### config.mk
export PLATFORM = sky130hd
export DESIGN_NAME = hrc_front_flat
export DESIGN_NICKNAME = d
export VERILOG_FILES = /design/src/hw/rtl/hrc_pkg.sv /design/src/hw/rtl/hrc_if.sv /design/src/hw/rtl/hrc_front.sv /design/src/flat_wrapper.sv
export SDC_FILE = /design/constraint.sdc
export NUM_CORES = 1
export LEC_CHECK = 0
export BUFFER_PORTS_ARGS = -buffer_cell sky130_fd_sc_hd__buf_4
export CAP_MARGIN = 10
export CORE_AREA = 2 2 39 41
export DETAILED_ROUTE_END_ITERATION = 16
export DIE_AREA = 0 0 41 43
export MAX_ROUTING_LAYER = met4
export PLACE_DENSITY = 0.5
export SYNTH_ARGS = -nofsm -noshare
export SYNTH_HDL_FRONTEND = slang
export SYNTH_SLANG_ARGS = --single-unit
### constraint.sdc
create_clock -name vclk -period 0.9
set_input_delay 0.18 -clock vclk [all_inputs]
set_output_delay 0.18 -clock vclk [all_outputs]
set_load 0.005 [all_outputs]
### src/hw/rtl/hrc_pkg.sv
`timescale 1ns / 1ps
// shared types, constants and text tables of the http response parser
// no dependencies
package hrc_pkg;

    localparam int COOKIE_MAX = 64;
    localparam int INDEX_BITS = 32;
    localparam int STATUS_LEN = 15;
    localparam int PREFIX_LEN = 12;
    localparam int CK_ERR     = PREFIX_LEN + COOKIE_MAX;
    localparam int CK_DONE    = CK_ERR + 1;
    localparam int CK_W       = $clog2(CK_DONE + 1);
    localparam int PFX_IW     = $clog2(PREFIX_LEN);
    localparam int LEN_W      = $clog2(STATUS_LEN + 2);
    localparam int POS_W      = 6;
    localparam logic [7:0] MSG_ID_RESET = 8'd52;
    localparam logic [7:0] CH_CR    = 8'h0d;
    localparam logic [7:0] CH_LF    = 8'h0a;
    localparam logic [7:0] CH_COMMA = 8'h2c;
    localparam logic [7:0] CH_ZERO  = 8'h30;
    localparam logic [7:0] CH_NINE  = 8'h39;

    typedef enum logic [1:0] {
        OP_START = 2'd0,
        OP_DATA  = 2'd1,
        OP_END   = 2'd2
    } op_t;

    typedef enum logic [2:0] {
        PH_STATUS     = 3'd0,
        PH_LINE_START = 3'd1,
        PH_LINE_CR    = 3'd2,
        PH_HEADER     = 3'd3,
        PH_BODY       = 3'd4
    } phase_t;

    typedef enum logic [2:0] {
        BD_ID    = 3'd0,
        BD_COMMA = 3'd1,
        BD_MSG   = 3'd2,
        BD_SKIP  = 3'd3,
        BD_INDEX = 3'd4,
        BD_DONE  = 3'd5,
        BD_ERR   = 3'd6
    } body_t;

    // classified input word
    typedef struct packed {
        logic [1:0] opcode;
        logic [7:0] data_byte;
        logic       is_cr;
        logic       is_lf;
        logic       is_comma;
        logic       is_digit;
        logic [3:0] digit;
    } hrc_item_t;

    typedef struct packed {
        logic             msg_valid;
        logic [7:0]       msg_byte;
        logic             msg_end;
        logic             cookie_write;
        logic [POS_W-1:0] cookie_pos;
        logic [7:0]       cookie_byte;
        logic             verdict_valid;
        logic             status_ok;
        logic             body_done;
        logic [31:0]      index_value;
        logic             index_saturated;
    } hrc_result_t;

    function automatic logic [7:0] status_char(input logic [3:0] idx);
        logic [7:0] c;
        case (idx)
            4'd0:    c = "H";
            4'd1:    c = "T";
            4'd2:    c = "T";
            4'd3:    c = "P";
            4'd4:    c = "/";
            4'd5:    c = "1";
            4'd6:    c = ".";
            4'd7:    c = "1";
            4'd8:    c = " ";
            4'd9:    c = "2";
            4'd10:   c = "0";
            4'd11:   c = "0";
            4'd12:   c = " ";
            4'd13:   c = "O";
            4'd14:   c = "K";
            default: c = 8'h00;
        endcase
        return c;
    endfunction

    function automatic logic [7:0] prefix_char(input logic [PFX_IW-1:0] idx);
        logic [7:0] c;
        case (idx)
            4'd0:    c = "S";
            4'd1:    c = "e";
            4'd2:    c = "t";
            4'd3:    c = "-";
            4'd4:    c = "C";
            4'd5:    c = "o";
            4'd6:    c = "o";
            4'd7:    c = "k";
            4'd8:    c = "i";
            4'd9:    c = "e";
            4'd10:   c = ":";
            4'd11:   c = " ";
            default: c = 8'h00;
        endcase
        return c;
    endfunction

endpackage

### src/hw/rtl/hrc_if.sv
`timescale 1ns / 1ps
// valid/ready channel interfaces: request, result and configuration
// depends on hrc_pkg
interface hrc_req_if;
    logic       valid;
    logic       ready;
    logic [1:0] opcode;
    logic [7:0] data_byte;

    modport source (output valid, output opcode, output data_byte, input ready);
    modport sink (input valid, input opcode, input data_byte, output ready);
endinterface


### src/hw/rtl/hrc_front.sv
`timescale 1ns / 1ps
// request side: accepts words and classifies the byte
// depends on hrc_pkg, hrc_if
module hrc_front
    import hrc_pkg::*;
(
    hrc_req_if.sink   req,
    input  logic      full,
    output logic      push,
    output hrc_item_t item
);

    assign req.ready = !full;
    assign push      = req.valid && !full;

    always_comb
    begin
        item.opcode    = req.opcode;
        item.data_byte = req.data_byte;
        item.is_cr     = (req.data_byte == CH_CR);
        item.is_lf     = (req.data_byte == CH_LF);
        item.is_comma  = (req.data_byte == CH_COMMA);
        item.is_digit  = (req.data_byte >= CH_ZERO) && (req.data_byte <= CH_NINE);
        item.digit     = 4'(req.data_byte - CH_ZERO);
    end

endmodule

### src/flat_wrapper.sv
// flat-port wrapper written by rule: the top's interface ports become plain ports
module hrc_front_flat import hrc_pkg::*;
  (full, push, item, req_valid, req_opcode, req_data_byte, req_ready);
  hrc_req_if req_i ();
  input  logic full;
  output logic push;
  output hrc_item_t item;
  input wire logic [$bits(req_i.valid)-1:0] req_valid;
  input wire logic [$bits(req_i.opcode)-1:0] req_opcode;
  input wire logic [$bits(req_i.data_byte)-1:0] req_data_byte;
  output wire logic [$bits(req_i.ready)-1:0] req_ready;
  assign req_i.valid = req_valid;
  assign req_i.opcode = req_opcode;
  assign req_i.data_byte = req_data_byte;
  assign req_ready = req_i.ready;
  hrc_front u_core (.req(req_i), .full(full), .push(push), .item(item));
endmodule
==> impl_metrics.py <==
metrics = {
    "timing": {
        "rsz0062_at_grt": "yes",
        "tightest_slew_ns": 0.166,
        "slew_violations": 0,
        "timing.hold.ws_ns": 0.360,
        "hold_viol_final": 0,
        "max_slew_margin_pct": 88.9,
        "setup-violations-final": 3,
        "finalCritPeriodShare_pct": 113,
        "period_needed_ns": 1.02,
        "fin_ws_ns": -0.121,
        "fmax_mhz": 980,
    },
    "cells_and_area": {
        "seq_cell_count": 0,
        "register_area_um2": 0,
        "nClkBuffers": 0,
        "final_area_um2": 403,
        "drive_gt1_share_pct": 83.7,
        "fin_nets": 57,
        "diodes": 0,
        "synthToLayoutAreaGrowth_pct": 119,
        "postLayoutCoreUtil_pct": 29.1,
    },
    "die": {
        "dieArea_um2": 1760,
        "start_util_pct": 13.3,
        "die_h_um": 43,
        "core_um2": 1380,
        "num_io_pins": 32,
        "fp.dieW_um": 41,
        "rows": 14,
    },
    "yosys": {
        "yosys_warnings": 0,
        "synthesis.nets": 36,
        "syn_inst": 24,
        "syn_area_um2": 184,
        "synth_cell_types": 9,
        "synth_area_leaders": "buf_4 (57%), and4b_1 (16%), and4bb_1 (6.8%)",
        "yosys.area.top_type_share_pct": 57.1,
        "ys_seq_area_share_pct": 0,
        "syn_avg_cell_area_um2": 7.66,
        "yosys.area.top_type": "buf_4",
    },
    "pwr": {
        "p_leak_nw": 0.219,
        "vdd_drop_max_mv": 0.108,
        "finalPower_mw": 0.153,
        "power.density_nw_per_um2": 381,
    },
    "routing": {
        "dr.pass1.iters": 3,
        "ant_nets": 0,
        "wirelength_um": 530,
        "vias": 223,
        "post_drt_via_cell_ratio": 3.78,
        "avgRoutedWirePerCell_um": 8.98,
        "drcViolationCount": 0,
        "dr.first_iter.drc_count": 1,
    },
    "clock_tree": {
        "hold_buffers": 0,
    },
    "global_routing": {
        "antenna_found_initial": 0,
        "first_global_vias": 190,
        "grt_max_degree": 6,
        "grt.overflow.total": 0,
        "grt_usage_pct": 5.42,
        "grt_pass1_wl_um": 703,
    },
    "placement": {
        "place_congestion": 0.468,
        "hpwlAfterDp_um": 466,
        "port-buffer-count": 28,
        "place_ws_ns": -0.180,
        "placed_cell_area_um2": 347,
    },
    "outcome": {
        "outcome": "finished with violations",
        "violations": "setup timing",
    },
    "flow_run": {
        "maxCapViolations": 0,
    },
    "setup_path": {
        "crit_path_top_delay_cell": "nor4b_4",
        "worst_setup_path_start_kind": "input port",
        "required_ns": 0.72,
        "cp.buffers_inverters": 2,
        "path_delay_family": "simple AND/OR/NAND/NOR gates",
        "crit_path_max_fanout": 2,
        "critical_path_class": "in -> out",
        "arrival_ns": 0.84,
        "endpoint_kind": "output pin",
        "path_cells": "buf_6 > nor4b_4 > and4b_1 > buf_4",
        "crit_path_max_incr_delay_ns": 0.24,
    },
    "worst_hold_path": {
        "hold_class": "in -> out",
    },
}
cell usage after synthesis, drive strengths merged:
cell,count
and4,1
and4b,3
and4bb,1
buf,14
inv,1
nor2,1
nor2b,1
nor4b,1
o21ai,1
metrics by stage:
stage | TNS [ns] | instances
5_1_grt | -0.501 | 59
3_3_place_gp | -0.587 | 59
3_5_place_dp | -0.580 | 59
4_1_cts | -0.382 | 59
2_1_floorplan | 0 | 24
6_report | -0.354 | 59
layout make-up:
class,instances,area [um2]
well taps,16,20.0
repair buffers,33,278
multi-input cells,9,101
fillers,162,981
inverters,1,3.75
timing repair:
item | 4_1_cts | 5_1_grt
pin swaps | 4 | 3
hold endpoints to repair | 0 | 0
buffers inserted | 0 | 0
setup endpoints to repair | 4 | 4
gates resized for setup | 10 | 4
per-layer routing:
metal	up-vias	GRT usage [%]	share of wire [%]
met2	17	10.9	51
li1	110	-	-
met4	0	0	0
met3	0	0	17
met5	-	-	0
met1	96	5.70	32
worst paths after layout:
kind	slack, ns	cells after the start	to	startpoint
max	-0.12	4	item[6]	req_data_byte[5]
min	0.36	0	item[17]	req_opcode[1]
cell families after synthesis:
family | synth area share, %
AND/OR/NAND/NOR | 38.1
AO/OA/AOI/OAI | 2.72
buffers and inverters | 59.2
cell usage in the layout, fill, tap and decap left out:
cell type,count
buf_4,25
buf_6,8
and4b_1,3
and4bb_1,1
nor2_4,1
nor4b_4,1
inv_1,1
o21ai_2,1
and4_1,1
nor2b_1,1
power by group:
part	internal, mW	total (mW)	switching (mW)
Clock	0	0	0
Combinational	0.104	0.153	0.0498
Sequential	0	0	0
Note: power is estimated with default switching activity, not from simulation.
