**src/hw/rtl/hrc_pkg.sv**
```systemverilog
`timescale 1ns / 1ps
// shared types, constants and text tables of the http response parser
// no dependencies
package hrc_pkg;

    localparam int COOKIE_MAX = 64;
    localparam int INDEX_BITS = 32;
    localparam int STATUS_LEN = 15;
    localparam int PREFIX_LEN = 12;
    localparam int CK_ERR     = PREFIX_LEN + COOKIE_MAX;
    localparam int CK_DONE    = CK_ERR + 1;
    localparam int CK_W       = $clog2(CK_DONE + 1);
    localparam int PFX_IW     = $clog2(PREFIX_LEN);
    localparam int LEN_W      = $clog2(STATUS_LEN + 2);
    localparam int POS_W      = 6;
    localparam logic [7:0] MSG_ID_RESET = 8'd52;
    localparam logic [7:0] CH_CR    = 8'h0d;
    localparam logic [7:0] CH_LF    = 8'h0a;
    localparam logic [7:0] CH_COMMA = 8'h2c;
    localparam logic [7:0] CH_ZERO  = 8'h30;
    localparam logic [7:0] CH_NINE  = 8'h39;

    typedef enum logic [1:0] {
        OP_START = 2'd0,
        OP_DATA  = 2'd1,
        OP_END   = 2'd2
    } op_t;

    typedef enum logic [2:0] {
        PH_STATUS     = 3'd0,
        PH_LINE_START = 3'd1,
        PH_LINE_CR    = 3'd2,
        PH_HEADER     = 3'd3,
        PH_BODY       = 3'd4
    } phase_t;

    typedef enum logic [2:0] {
        BD_ID    = 3'd0,
        BD_COMMA = 3'd1,
        BD_MSG   = 3'd2,
        BD_SKIP  = 3'd3,
        BD_INDEX = 3'd4,
        BD_DONE  = 3'd5,
        BD_ERR   = 3'd6
    } body_t;

    // classified input word
    typedef struct packed {
        logic [1:0] opcode;
        logic [7:0] data_byte;
        logic       is_cr;
        logic       is_lf;
        logic       is_comma;
        logic       is_digit;
        logic [3:0] digit;
    } hrc_item_t;

    typedef struct packed {
        logic             msg_valid;
        logic [7:0]       msg_byte;
        logic             msg_end;
        logic             cookie_write;
        logic [POS_W-1:0] cookie_pos;
        logic [7:0]       cookie_byte;
        logic             verdict_valid;
        logic             status_ok;
        logic             body_done;
        logic [31:0]      index_value;
        logic             index_saturated;
    } hrc_result_t;

    function automatic logic [7:0] status_char(input logic [3:0] idx);
        logic [7:0] c;
        case (idx)
            4'd0:    c = "H";
            4'd1:    c = "T";
            4'd2:    c = "T";
            4'd3:    c = "P";
            4'd4:    c = "/";
            4'd5:    c = "1";
            4'd6:    c = ".";
            4'd7:    c = "1";
            4'd8:    c = " ";
            4'd9:    c = "2";
            4'd10:   c = "0";
            4'd11:   c = "0";
            4'd12:   c = " ";
            4'd13:   c = "O";
            4'd14:   c = "K";
            default: c = 8'h00;
        endcase
        return c;
    endfunction

    function automatic logic [7:0] prefix_char(input logic [PFX_IW-1:0] idx);
        logic [7:0] c;
        case (idx)
            4'd0:    c = "S";
            4'd1:    c = "e";
            4'd2:    c = "t";
            4'd3:    c = "-";
            4'd4:    c = "C";
            4'd5:    c = "o";
            4'd6:    c = "o";
            4'd7:    c = "k";
            4'd8:    c = "i";
            4'd9:    c = "e";
            4'd10:   c = ":";
            4'd11:   c = " ";
            default: c = 8'h00;
        endcase
        return c;
    endfunction

endpackage

```
**src/hw/rtl/hrc_fifo.sv**
```systemverilog
`timescale 1ns / 1ps
// two-entry queue of classified words between front and back
// depends on hrc_pkg
module hrc_fifo
    import hrc_pkg::*;
(
    input  logic      clk,
    input  logic      rst_n,
    input  logic      push,
    input  hrc_item_t push_item,
    output logic      full,
    input  logic      pop,
    output logic      not_empty,
    output hrc_item_t pop_item
);

    hrc_item_t  mem_reg [2];
    logic       wr_ptr_reg;
    logic       wr_ptr_next;
    logic       rd_ptr_reg;
    logic       rd_ptr_next;
    logic [1:0] count_reg;
    logic [1:0] count_next;

    assign full      = (count_reg == 2'd2);
    assign not_empty = (count_reg != 2'd0);
    assign pop_item  = mem_reg[rd_ptr_reg];

    always_comb
    begin
        wr_ptr_next = push ? ~wr_ptr_reg : wr_ptr_reg;
        rd_ptr_next = pop ? ~rd_ptr_reg : rd_ptr_reg;
        count_next  = count_reg + 2'(push) - 2'(pop);
    end

    always_ff @(posedge clk or negedge rst_n)
    begin
        if (!rst_n)
        begin
            wr_ptr_reg <= 1'b0;
            rd_ptr_reg <= 1'b0;
            count_reg  <= 2'd0;
        end
        else
        begin
            wr_ptr_reg <= wr_ptr_next;
            rd_ptr_reg <= rd_ptr_next;
            count_reg  <= count_next;
        end
    end

    always_ff @(posedge clk)
    begin
        if (push)
        begin
            mem_reg[wr_ptr_reg] <= push_item;
        end
    end

endmodule

```
**config.mk**
```make
export PLATFORM = sky130hd
export DESIGN_NAME = hrc_fifo
export DESIGN_NICKNAME = d
export VERILOG_FILES = /design/src/hw/rtl/hrc_pkg.sv /design/src/hw/rtl/hrc_fifo.sv
export SDC_FILE = /design/constraint.sdc
export NUM_CORES = 1
export LEC_CHECK = 0
export BUFFER_PORTS_ARGS = -buffer_cell sky130_fd_sc_hd__buf_2
export CAP_MARGIN = 20
export CORE_UTILIZATION = 54
export CTS_CLUSTER_DIAMETER = 50
export CTS_CLUSTER_SIZE = 16
export DETAILED_ROUTE_END_ITERATION = 8
export HOLD_SLACK_MARGIN = 0.03
export PLACE_DENSITY = 0.88
export SLEW_MARGIN = 20
export SYNTH_ARGS = -nofsm -noshare
export SYNTH_HDL_FRONTEND = slang
export SYNTH_SLANG_ARGS = --single-unit
```
**constraint.sdc**
```tcl
create_clock -name clk -period 3.5 [get_ports clk]
set_input_delay 0.875 -clock clk [delete_from_list [all_inputs] [get_ports clk]]
set_output_delay 0.875 -clock clk [all_outputs]
set_load 0.005 [all_outputs]
```
==> impl_metrics.json, run 1 <==
{
  "outcome": "finished with violations",
  "violations": "DRC",
  "power.switching_w": 0.000373,
  "synthesis.nets": 95,
  "mostFrequentLayoutCell": "buf_2",
  "crit_required_ns": 2.62,
  "total_power_w": 0.00140,
  "grt_pass1_vias": 746,
  "p_int_w": 0.00103,
  "cts_max_level": 2,
  "ir_worst_vdd_uv": 580,
  "port_buffers": 41,
  "cap_violations": 0,
  "via_per_inst": 5.09,
  "worst_slew_margin_rel_pct": 38.0,
  "ys_seq_area_share_pct": 76.3,
  "cts_tree": "built",
  "antenna_left": 0,
  "r2r_end": "mem_reg[0][11]$_DFFE_PP_",
  "largest_reg_flops": 36,
  "nets": 141,
  "clk_path_buf_depth": 2,
  "regToRegSetupSlack_ns": 1.95,
  "grt_max_degree": 20,
  "cts_buffers": 5,
  "die_w_um": 55.5,
  "clk_pin_slew_ns": 0.14,
  "p_seq_share_pct": 51.5,
  "cp_top_family": "flip-flops",
  "crit_cells": 2,
  "antenna_cells": 0,
  "post-route-period-util_pct": 78.9,
  "grt_pass1_wl_um": 3540,
  "crit_path_start_kind": "flip-flop",
  "grt_use_total_pct": 16.6,
  "rows": 19,
  "yosysUniqueCellTypes": 13,
  "ys_ff_latch": 40,
  "critPathMaxFanout": 19,
  "core_area_um2": 2730,
  "dieArea_um2": 3080,
  "avgSynthCellArea_um2": 21.8,
  "place_hpwl_um": 1560,
  "synthesis.area_um2": 1550,
  "rsz0062_at_grt": "false",
  "netlist_instances": 71,
  "max_freq_ghz": 0.362,
  "cts_resized": 0,
  "skew_ns": 0.0202,
  "crit_chain": "mux2_2 > buf_2",
  "hold_path_class": "input pin to asynchronous set/reset pin",
  "drtIter0Drc": 19,
  "final_cell_mix": "buf_2, edfxtp_1, mux2_4, mux2_2, clkbuf_4",
  "p_per_area_nw_per_um2": 760,
  "initial_core_util_pct": 56.6,
  "max_stage_delay_ns": 0.98,
  "route.detailed.drc": 2,
  "ff2ff_path_depth": 1,
  "tightest_slew_ns": 0.930,
  "cp.arrival_ns": 1.89,
  "route.vias.total": 759,
  "slowest_stage": "dfrtp_1",
  "switching_share_pct": 26.6,
  "r2r-start": "wr_ptr_reg$_DFFE_PN0P_",
  "cts-hold-fix-buffers": 0,
  "fin_cells": 149,
  "dp.cells": 141,
  "dr.pass1.iters": 6,
  "cts_root_buf": "clkbuf_4",
  "place_congestion": 0.616,
  "slew_violations": 0,
  "layout-drive-gt1-share_pct": 58.5,
  "ys_warn_count": 0,
  "post_cts_buffers": 0,
  "final_hold_viol_count": 0,
  "period_needed_ns": 2.76,
  "clockPowerShare_pct": 22.0,
  "critPathKind": "flip-flop to output pin",
  "cts_sinks": 40,
  "fp.dieH_um": 55.5,
  "setup_violations": 0,
  "drt_wl_total_um": 2310,
  "pwr-share-comb_pct": 26.5,
  "fin_util_pct": 67.6,
  "end_kind": "output pin",
  "clock_latency_ns": 0.36,
  "grt_antenna_before_repair": 0,
  "p_leak_nw": 0.757,
  "grt_overflow": 0,
  "fin_setup_tns_ns": 0,
  "cp.buffers_inverters": 1,
  "n_fill_cell": 182,
  "area_growth_pct": 19.3,
  "io_pins": 42,
  "routedWlPerCell_um": 15.5
}
-- layout make-up --
| class | count | area (µm²) | share of cell area [%] |
|---|---|---|---|
| clock buffer | 5 | 37.5 | 2.03 |
| clock inverter | 3 | 46.3 | 2.51 |
| inverter | 2 | 7.51 | 0.407 |
| multi-input combinational | 27 | 330 | 17.9 |
| sequential | 40 | 1180 | 64.0 |
| tap | 31 | 38.8 | 2.10 |
| timing repair buffer | 41 | 205 | 11.1 |
-- metal layers --
layer	wire length (µm)	vias to the layer above	part of all wire, %	global-route usage, %
li1	-	365	-	-
met2	1160	25	50	27.4
met3	123	6	5.3	7.03
met4	56	0	2.4	9.64
met5	0	-	0	0
met1	972	363	42	17.7
-- power by group through the flow --
| stage | Clock, W | Sequential [W] | Combinational (W) |
|---|---|---|---|
| after global placement | 0 | 0.000726 | 0.000365 |
| final | 0.000309 | 0.000722 | 0.000372 |
| after CTS | 0.000318 | 0.000725 | 0.000381 |
| after detailed placement | 0 | 0.000736 | 0.000379 |
| after floorplan | 0 | 0.000676 | 0.000317 |
| after global routing | 0.000336 | 0.000734 | 0.000406 |
-- Yosys cell counts --
cell,n,area share (%)
inv_1,2,0.49
mux2_4,9,8.7
dfrtp_1,4,6.5
or2_2,1,0.40
edfxtp_1,36,70
mux2_2,9,6.5
ha_1,2,1.6
buf_12,1,1.3
xor2_1,2,1.1
xor3_1,1,1.5
nor2b_1,2,0.81
buf_6,1,0.73
and2_1,1,0.40
-- metrics by stage --
stage / hold WS [ns] / instance area [µm²] / worst slack (ns)
2_1_floorplan: 0.455 / 1550 / 1.38
6_report: 0.289 / 1850 / 0.738
4_1_cts: 0.274 / 1850 / 0.696
3_5_place_dp: 0.495 / 1760 / 1.11
5_1_grt: 0.262 / 1850 / 0.641
3_3_place_gp: 0.486 / 1760 / 1.16
-- how the worst max path moves through the flow --
stage | start | end | slack [ns]
after detailed placement | rd_ptr_reg$_DFFE_PN0P_ | pop_item[17] | 1.11
after CTS | rd_ptr_reg$_DFFE_PN0P_ | pop_item[17] | 0.70
after floorplan | push | mem_reg[0][0]$_DFFE_PP_ | 1.38
after global routing | rd_ptr_reg$_DFFE_PN0P_ | pop_item[17] | 0.64
after global placement | rd_ptr_reg$_DFFE_PN0P_ | pop_item[2] | 1.16
final | rd_ptr_reg$_DFFE_PN0P_ | pop_item[17] | 0.74
-- logic make-up after synthesis --
family / after synthesis / synth area share (%)
buffers and inverters: 4 / 2.51
DFF: 40 / 76.3
xor gates and xnor gates: 3 / 2.67
adders and majority gates: 2 / 1.62
muxes: 18 / 15.3
and+or+nand+nor: 4 / 1.62
No activity file was read; power rests on OpenSTA's default activity.
==> inputs of run 2 (changes only) <==
--- a/config.mk
+++ b/config.mk
@@ -7,12 +7,12 @@
 export LEC_CHECK = 0
 export BUFFER_PORTS_ARGS = -buffer_cell sky130_fd_sc_hd__buf_2
 export CAP_MARGIN = 20
-export CORE_UTILIZATION = 54
+export CORE_UTILIZATION = 46
 export CTS_CLUSTER_DIAMETER = 50
 export CTS_CLUSTER_SIZE = 16
 export DETAILED_ROUTE_END_ITERATION = 8
 export HOLD_SLACK_MARGIN = 0.03
-export PLACE_DENSITY = 0.88
+export PLACE_DENSITY = 0.8
 export SLEW_MARGIN = 20
 export SYNTH_ARGS = -nofsm -noshare
 export SYNTH_HDL_FRONTEND = slang
==> constraint.sdc (replaced) <==
create_clock -name clk -period 2.35 [get_ports clk]
set_input_delay 0.5875 -clock clk [delete_from_list [all_inputs] [get_ports clk]]
set_output_delay 0.5875 -clock clk [all_outputs]
set_load 0.005 [all_outputs]
==> run 2 against run 1 <==
Compared with the run above:
- global-route usage decreased by 2.1 points
- clock-buffer cell count increased by 2
- clock skew fell by 0.013 ns
- cell count rose by 11%
- critical endpoint is now pop_item[1]
- core utilization is 8.1 points lower
- sequential power is 39% higher
- wire length is 4.8% lower
- design area is 0.75% higher
- hold slack better by 0.15 ns
- first-iteration DRC count fell by 47%
- via count is 1.7% higher
- critical path depth grew 1
- the run now ends clean
==> impl_metrics.json, run 2 (synthesized netlist as in run 1, its figures left out) <==
{
  "outcome": "finished clean",
  "fin_cells": 166,
  "cp_top_family": "buffers and inverters",
  "grt_antenna_before_repair": 0,
  "max_stage_delay_ns": 0.37,
  "p_per_area_nw_per_um2": 1050,
  "dr.pass1.iters": 4,
  "max_freq_ghz": 0.483,
  "via_per_inst": 4.65,
  "drtIter0Drc": 10,
  "nets": 145,
  "hold_path_class": "input pin to flip-flop",
  "skew_ns": 0.00771,
  "final_hold_viol_count": 0,
  "antenna_cells": 0,
  "cts_sinks": 40,
  "place_hpwl_um": 1590,
  "layout-drive-gt1-share_pct": 56.6,
  "dp.cells": 157,
  "setup_violations": 0,
  "clock_latency_ns": 0.33,
  "mostFrequentLayoutCell": "buf_2",
  "cts_tree": "built",
  "port_buffers": 41,
  "die_w_um": 60.0,
  "fp.dieH_um": 60.0,
  "rsz0062_at_grt": "false",
  "grt_pass1_wl_um": 3430,
  "drt_wl_total_um": 2200,
  "slew_violations": 0,
  "place_congestion": 0.629,
  "cts_max_level": 2,
  "clk_pin_slew_ns": 0.11,
  "antenna_left": 0,
  "total_power_w": 0.00195,
  "n_fill_cell": 244,
  "ir_worst_vdd_uv": 502,
  "worst_slew_margin_rel_pct": 71.9,
  "grt_overflow": 0,
  "final_cell_mix": "buf_2, edfxtp_1, mux2_4, mux2_2, clkbuf_4",
  "dieArea_um2": 3600,
  "cts_buffers": 5,
  "multi_input_area_um2": 330,
  "cp.buffers_inverters": 2,
  "regArea_um2": 1180,
  "placed_area_um2": 1800,
  "rows": 20,
  "end_kind": "output pin",
  "grt_pass1_vias": 801,
  "core_area_um2": 3130,
  "cts_resized": 0,
  "io_pins": 42,
  "cts_root_buf": "clkbuf_4",
  "crit_path_start_kind": "flip-flop",
  "critPathMaxFanout": 18,
  "grt_use_total_pct": 14.4,
  "crit_required_ns": 1.76,
  "route.detailed.drc": 0,
  "fin_util_pct": 59.5,
  "routedWlPerCell_um": 13.2,
  "critPathKind": "flip-flop to output pin",
  "cp.arrival_ns": 1.48,
  "area_growth_pct": 20.2,
  "fin_setup_tns_ns": 0,
  "post-route-period-util_pct": 88.1,
  "cap_violations": 0,
  "final_area_um2": 1860,
  "route.vias.total": 772,
  "slowest_stage": "dfrtp_1",
  "largest_reg_flops": 36,
  "tightest_slew_ns": 0.420,
  "initial_core_util_pct": 49.5,
  "p_leak_nw": 0.762,
  "clk_path_buf_depth": 2,
  "period_needed_ns": 2.07,
  "grt_max_degree": 19,
  "crit_chain": "buf_4 > mux2_2 > buf_2"
}
-- run 2: cell count changes in the layout (fill, tap and decap cells not counted) --
cell           change
clkinvlp_4         -1
clkinv_1           +1
inv_6              -1
clkbuf_1           +2
dlygate4sd3_1      +1
buf_4              +3
bufinv_16          -1
-- run 2: repair_timing --
action,in CTS,in global routing
endpoints found under the hold margin,1,0
hold buffers,1,0
setup buffers,0,0
-- run 2: routing by layer --
layer / wire length [µm] / track usage, %
met1: 851 / 14.7
met2: 1170 / 24.3
met3: 121 / 6.71
met4: 53 / 7.97
met5: 0 / 0
-- run 2: metrics by stage --
stage	worst slack, ns	hold slack (ns)
3_5_place_dp	0.612	0.396
6_report	0.281	0.438
2_1_floorplan	0.518	0.292
3_3_place_gp	0.632	0.394
5_1_grt	0.185	0.410
4_1_cts	0.246	0.421
-- run 2: layout make-up --
class                   instances  area share [%]
well taps                      44            2.96
clock inverters                 1           0.202
multi-input cells              27            17.8
repair buffers                 45            12.8
inverters                       2           0.403
clock buffers                   7            2.42
flip-flops and latches         40            63.5
-- run 2: worst paths after layout --
path | startpoint | endpoint | slack (ns) | depth (start not counted)
hold / removal | push_item[3] | mem_reg[0][3]$_DFFE_PP_ | 0.44 | 1
setup / recovery | rd_ptr_reg$_DFFE_PN0P_ | pop_item[1] | 0.28 | 3
min in group asynchronous | rst_n | count_reg[0]$_DFF_PN0_ | 0.57 | 2
max in group asynchronous | rst_n | wr_ptr_reg$_DFFE_PN0P_ | 1.65 | 2
hold reg to reg | rd_ptr_reg$_DFFE_PN0P_ | rd_ptr_reg$_DFFE_PN0P_ | 0.47 | 1
setup reg to reg | wr_ptr_reg$_DFFE_PN0P_ | mem_reg[0][15]$_DFFE_PP_ | 0.99 | 2
-- run 2: where the power goes --
part	switching (W)	total (W)	internal [W]
Combinational	0.000267	0.000637	0.000370
Clock	0.000193	0.000308	0.000115
Sequential	0.0000515	0.00100	0.000953
Total	0.000512	0.00195	0.00144
==> inputs of run 3 (changes only) <==
--- a/config.mk
+++ b/config.mk
@@ -7,12 +7,14 @@
 export LEC_CHECK = 0
 export BUFFER_PORTS_ARGS = -buffer_cell sky130_fd_sc_hd__buf_2
 export CAP_MARGIN = 20
+export CORE_ASPECT_RATIO = 0.5
 export CORE_UTILIZATION = 46
 export CTS_CLUSTER_DIAMETER = 50
 export CTS_CLUSTER_SIZE = 16
 export DETAILED_ROUTE_END_ITERATION = 8
 export HOLD_SLACK_MARGIN = 0.03
 export PLACE_DENSITY = 0.8
+export RECOVER_POWER = 25
 export SLEW_MARGIN = 20
 export SYNTH_ARGS = -nofsm -noshare
 export SYNTH_HDL_FRONTEND = slang
==> run 3 against run 2 <==
Compared with the run above:
- the run now ends with DRC left
- design area is 0.67% higher
- wire length is 4.5% lower
- cell count shrank 3.0%
- clock-buffer cell count unchanged
- via count down 1.9%
- critical path type unchanged
==> impl_metrics.json, run 3 (synthesized netlist as in run 1, its figures left out) <==
{
  "initial_core_util_pct": 49.9,
  "drt_wl_total_um": 2100,
  "route.vias.total": 757,
  "ir_worst_vdd_uv": 403,
  "post-route-period-util_pct": 84.9,
  "mostFrequentLayoutCell": "buf_2",
  "r2r_end": "mem_reg[0][11]$_DFFE_PP_",
  "crit_required_ns": 1.76,
  "cap_violations": 0,
  "via_per_inst": 4.70,
  "place_congestion": 0.674,
  "slowest_stage": "mux2_2",
  "final_cell_mix": "buf_2, edfxtp_1, mux2_4, mux2_2",
  "clk_pin_slew_ns": 0.07,
  "cts_max_level": 2,
  "ff2ff_path_depth": 2,
  "grt_antenna_before_repair": 0,
  "fp.dieH_um": 43.0,
  "clock_latency_ns": 0.28,
  "wl_met1_um": 844,
  "antenna_left": 0,
  "crit_start": "rd_ptr_reg$_DFFE_PN0P_",
  "core_area_um2": 3100,
  "dr.max_layer_used": "met4",
  "drtIter0Drc": 11,
  "critPathKind": "flip-flop to output pin",
  "dr.pass1.iters": 5,
  "wl_met3_um": 105,
  "grt_use_total_pct": 13.0,
  "cts-hold-fix-buffers": 0,
  "fin_util_pct": 60.4,
  "grt_pass1_wl_um": 3350,
  "period_needed_ns": 2.00,
  "dieArea_um2": 3610,
  "layout-drive-gt1-share_pct": 54.5,
  "violations": "DRC",
  "end_kind": "output pin",
  "routedWlPerCell_um": 13.0,
  "cts_tree": "built",
  "cp.arrival_ns": 1.41,
  "max_stage_delay_ns": 0.38,
  "final_hold_viol_count": 0,
  "io_pins": 42,
  "hold_path_class": "input pin to asynchronous set/reset pin",
  "max_freq_ghz": 0.501,
  "regToRegSetupSlack_ns": 0.99,
  "crit_path_start_kind": "flip-flop",
  "cts_sinks": 40,
  "antenna_cells": 0,
  "r2r-start": "wr_ptr_reg$_DFFE_PN0P_",
  "grt_overflow": 0,
  "post_cts_buffers": 0,
  "port_buffers": 41,
  "crit_chain": "buf_4 > mux2_2 > buf_2",
  "nets": 144,
  "setup_violations": 0,
  "worst_slew_margin_rel_pct": 73.4,
  "rows": 14,
  "slew_violations": 0,
  "outcome": "finished with violations",
  "route.detailed.drc": 2,
  "clk_path_buf_depth": 2,
  "largest_reg_flops": 36,
  "p_leak_nw": 0.762,
  "fin_setup_tns_ns": 0,
  "wl_met2_um": 1090,
  "cts_buffers": 5,
  "area_growth_pct": 21.0,
  "tightest_slew_ns": 0.397,
  "p_per_area_nw_per_um2": 1100,
  "rsz0062_at_grt": "false",
  "whs_ns": 0.127,
  "skew_ns": 0.00283,
  "grt_max_degree": 20,
  "grt_pass1_vias": 750,
  "critPathMaxFanout": 19,
  "cts_resized": 0,
  "cts_root_buf": "clkbuf_8",
  "die_w_um": 84.0
}
-- run 3: cell types whose count changed in the layout (fill, tap and decap cells not counted) --
cell / previous run / this run
clkbuf_1: 2 / 5
clkbuf_8: 0 / 5
dlygate4sd3_1: 1 / 0
buf_2: 41 / 38
clkbuf_4: 5 / 0
-- run 3: area by class of cell --
class	count	area (µm²)
clock buffers	7	76.3
flip-flops and latches	40	1180
clock inverters	1	3.75
multi-input cells	27	330
inverters	2	7.51
well taps	40	50.0
repair buffers	44	224
fillers	216	1230
-- run 3: worst max-delay path, delay by kind of cell, from the launching register on --
| family | cells | cell delay (ns) |
|---|---|---|
| muxes | 1 | 0.38 |
| DFF | 1 | 0.33 |
| buffers and inverters | 2 | 0.43 |
-- run 3: per-layer routing --
| metal | vias to the layer above | GRT usage (%) |
|---|---|---|
| li1 | 368 | - |
| met1 | 362 | 14.3 |
| met2 | 19 | 22.3 |
| met3 | 8 | 3.89 |
| met4 | 0 | 9.31 |
| met5 | - | 0 |
-- run 3: report_power, final --
group | leakage, nW | internal [W] | switching (W)
Sequential | 0.384 | 0.000954 | 0.0000500
Combinational | 0.338 | 0.000369 | 0.000278
Clock | 0.0399 | 0.000206 | 0.000198
-- run 3: how the worst max path moves through the flow --
stage,cells after the start,end
final,3,pop_item[17]
after global routing,3,pop_item[6]
after CTS,3,pop_item[5]
after detailed placement,3,pop_item[2]
after global placement,3,mem_reg[0][0]$_DFFE_PP_
after floorplan,1,mem_reg[0][0]$_DFFE_PP_
-- run 3: stage by stage --
| step | total power, W | setup WS, ns | instances | instance area, µm² |
|---|---|---|---|---|
| finish | 0.00206 | 0.354 | 161 | 1870 |
| global route | 0.00216 | 0.292 | 161 | 1870 |
| CTS | 0.00208 | 0.338 | 161 | 1880 |
| detailed placement | 0.00168 | 0.648 | 153 | 1800 |
| global placement | 0.00166 | 0.650 | 153 | 1800 |
| floorplan | 0.00148 | 0.518 | 71 | 1550 |
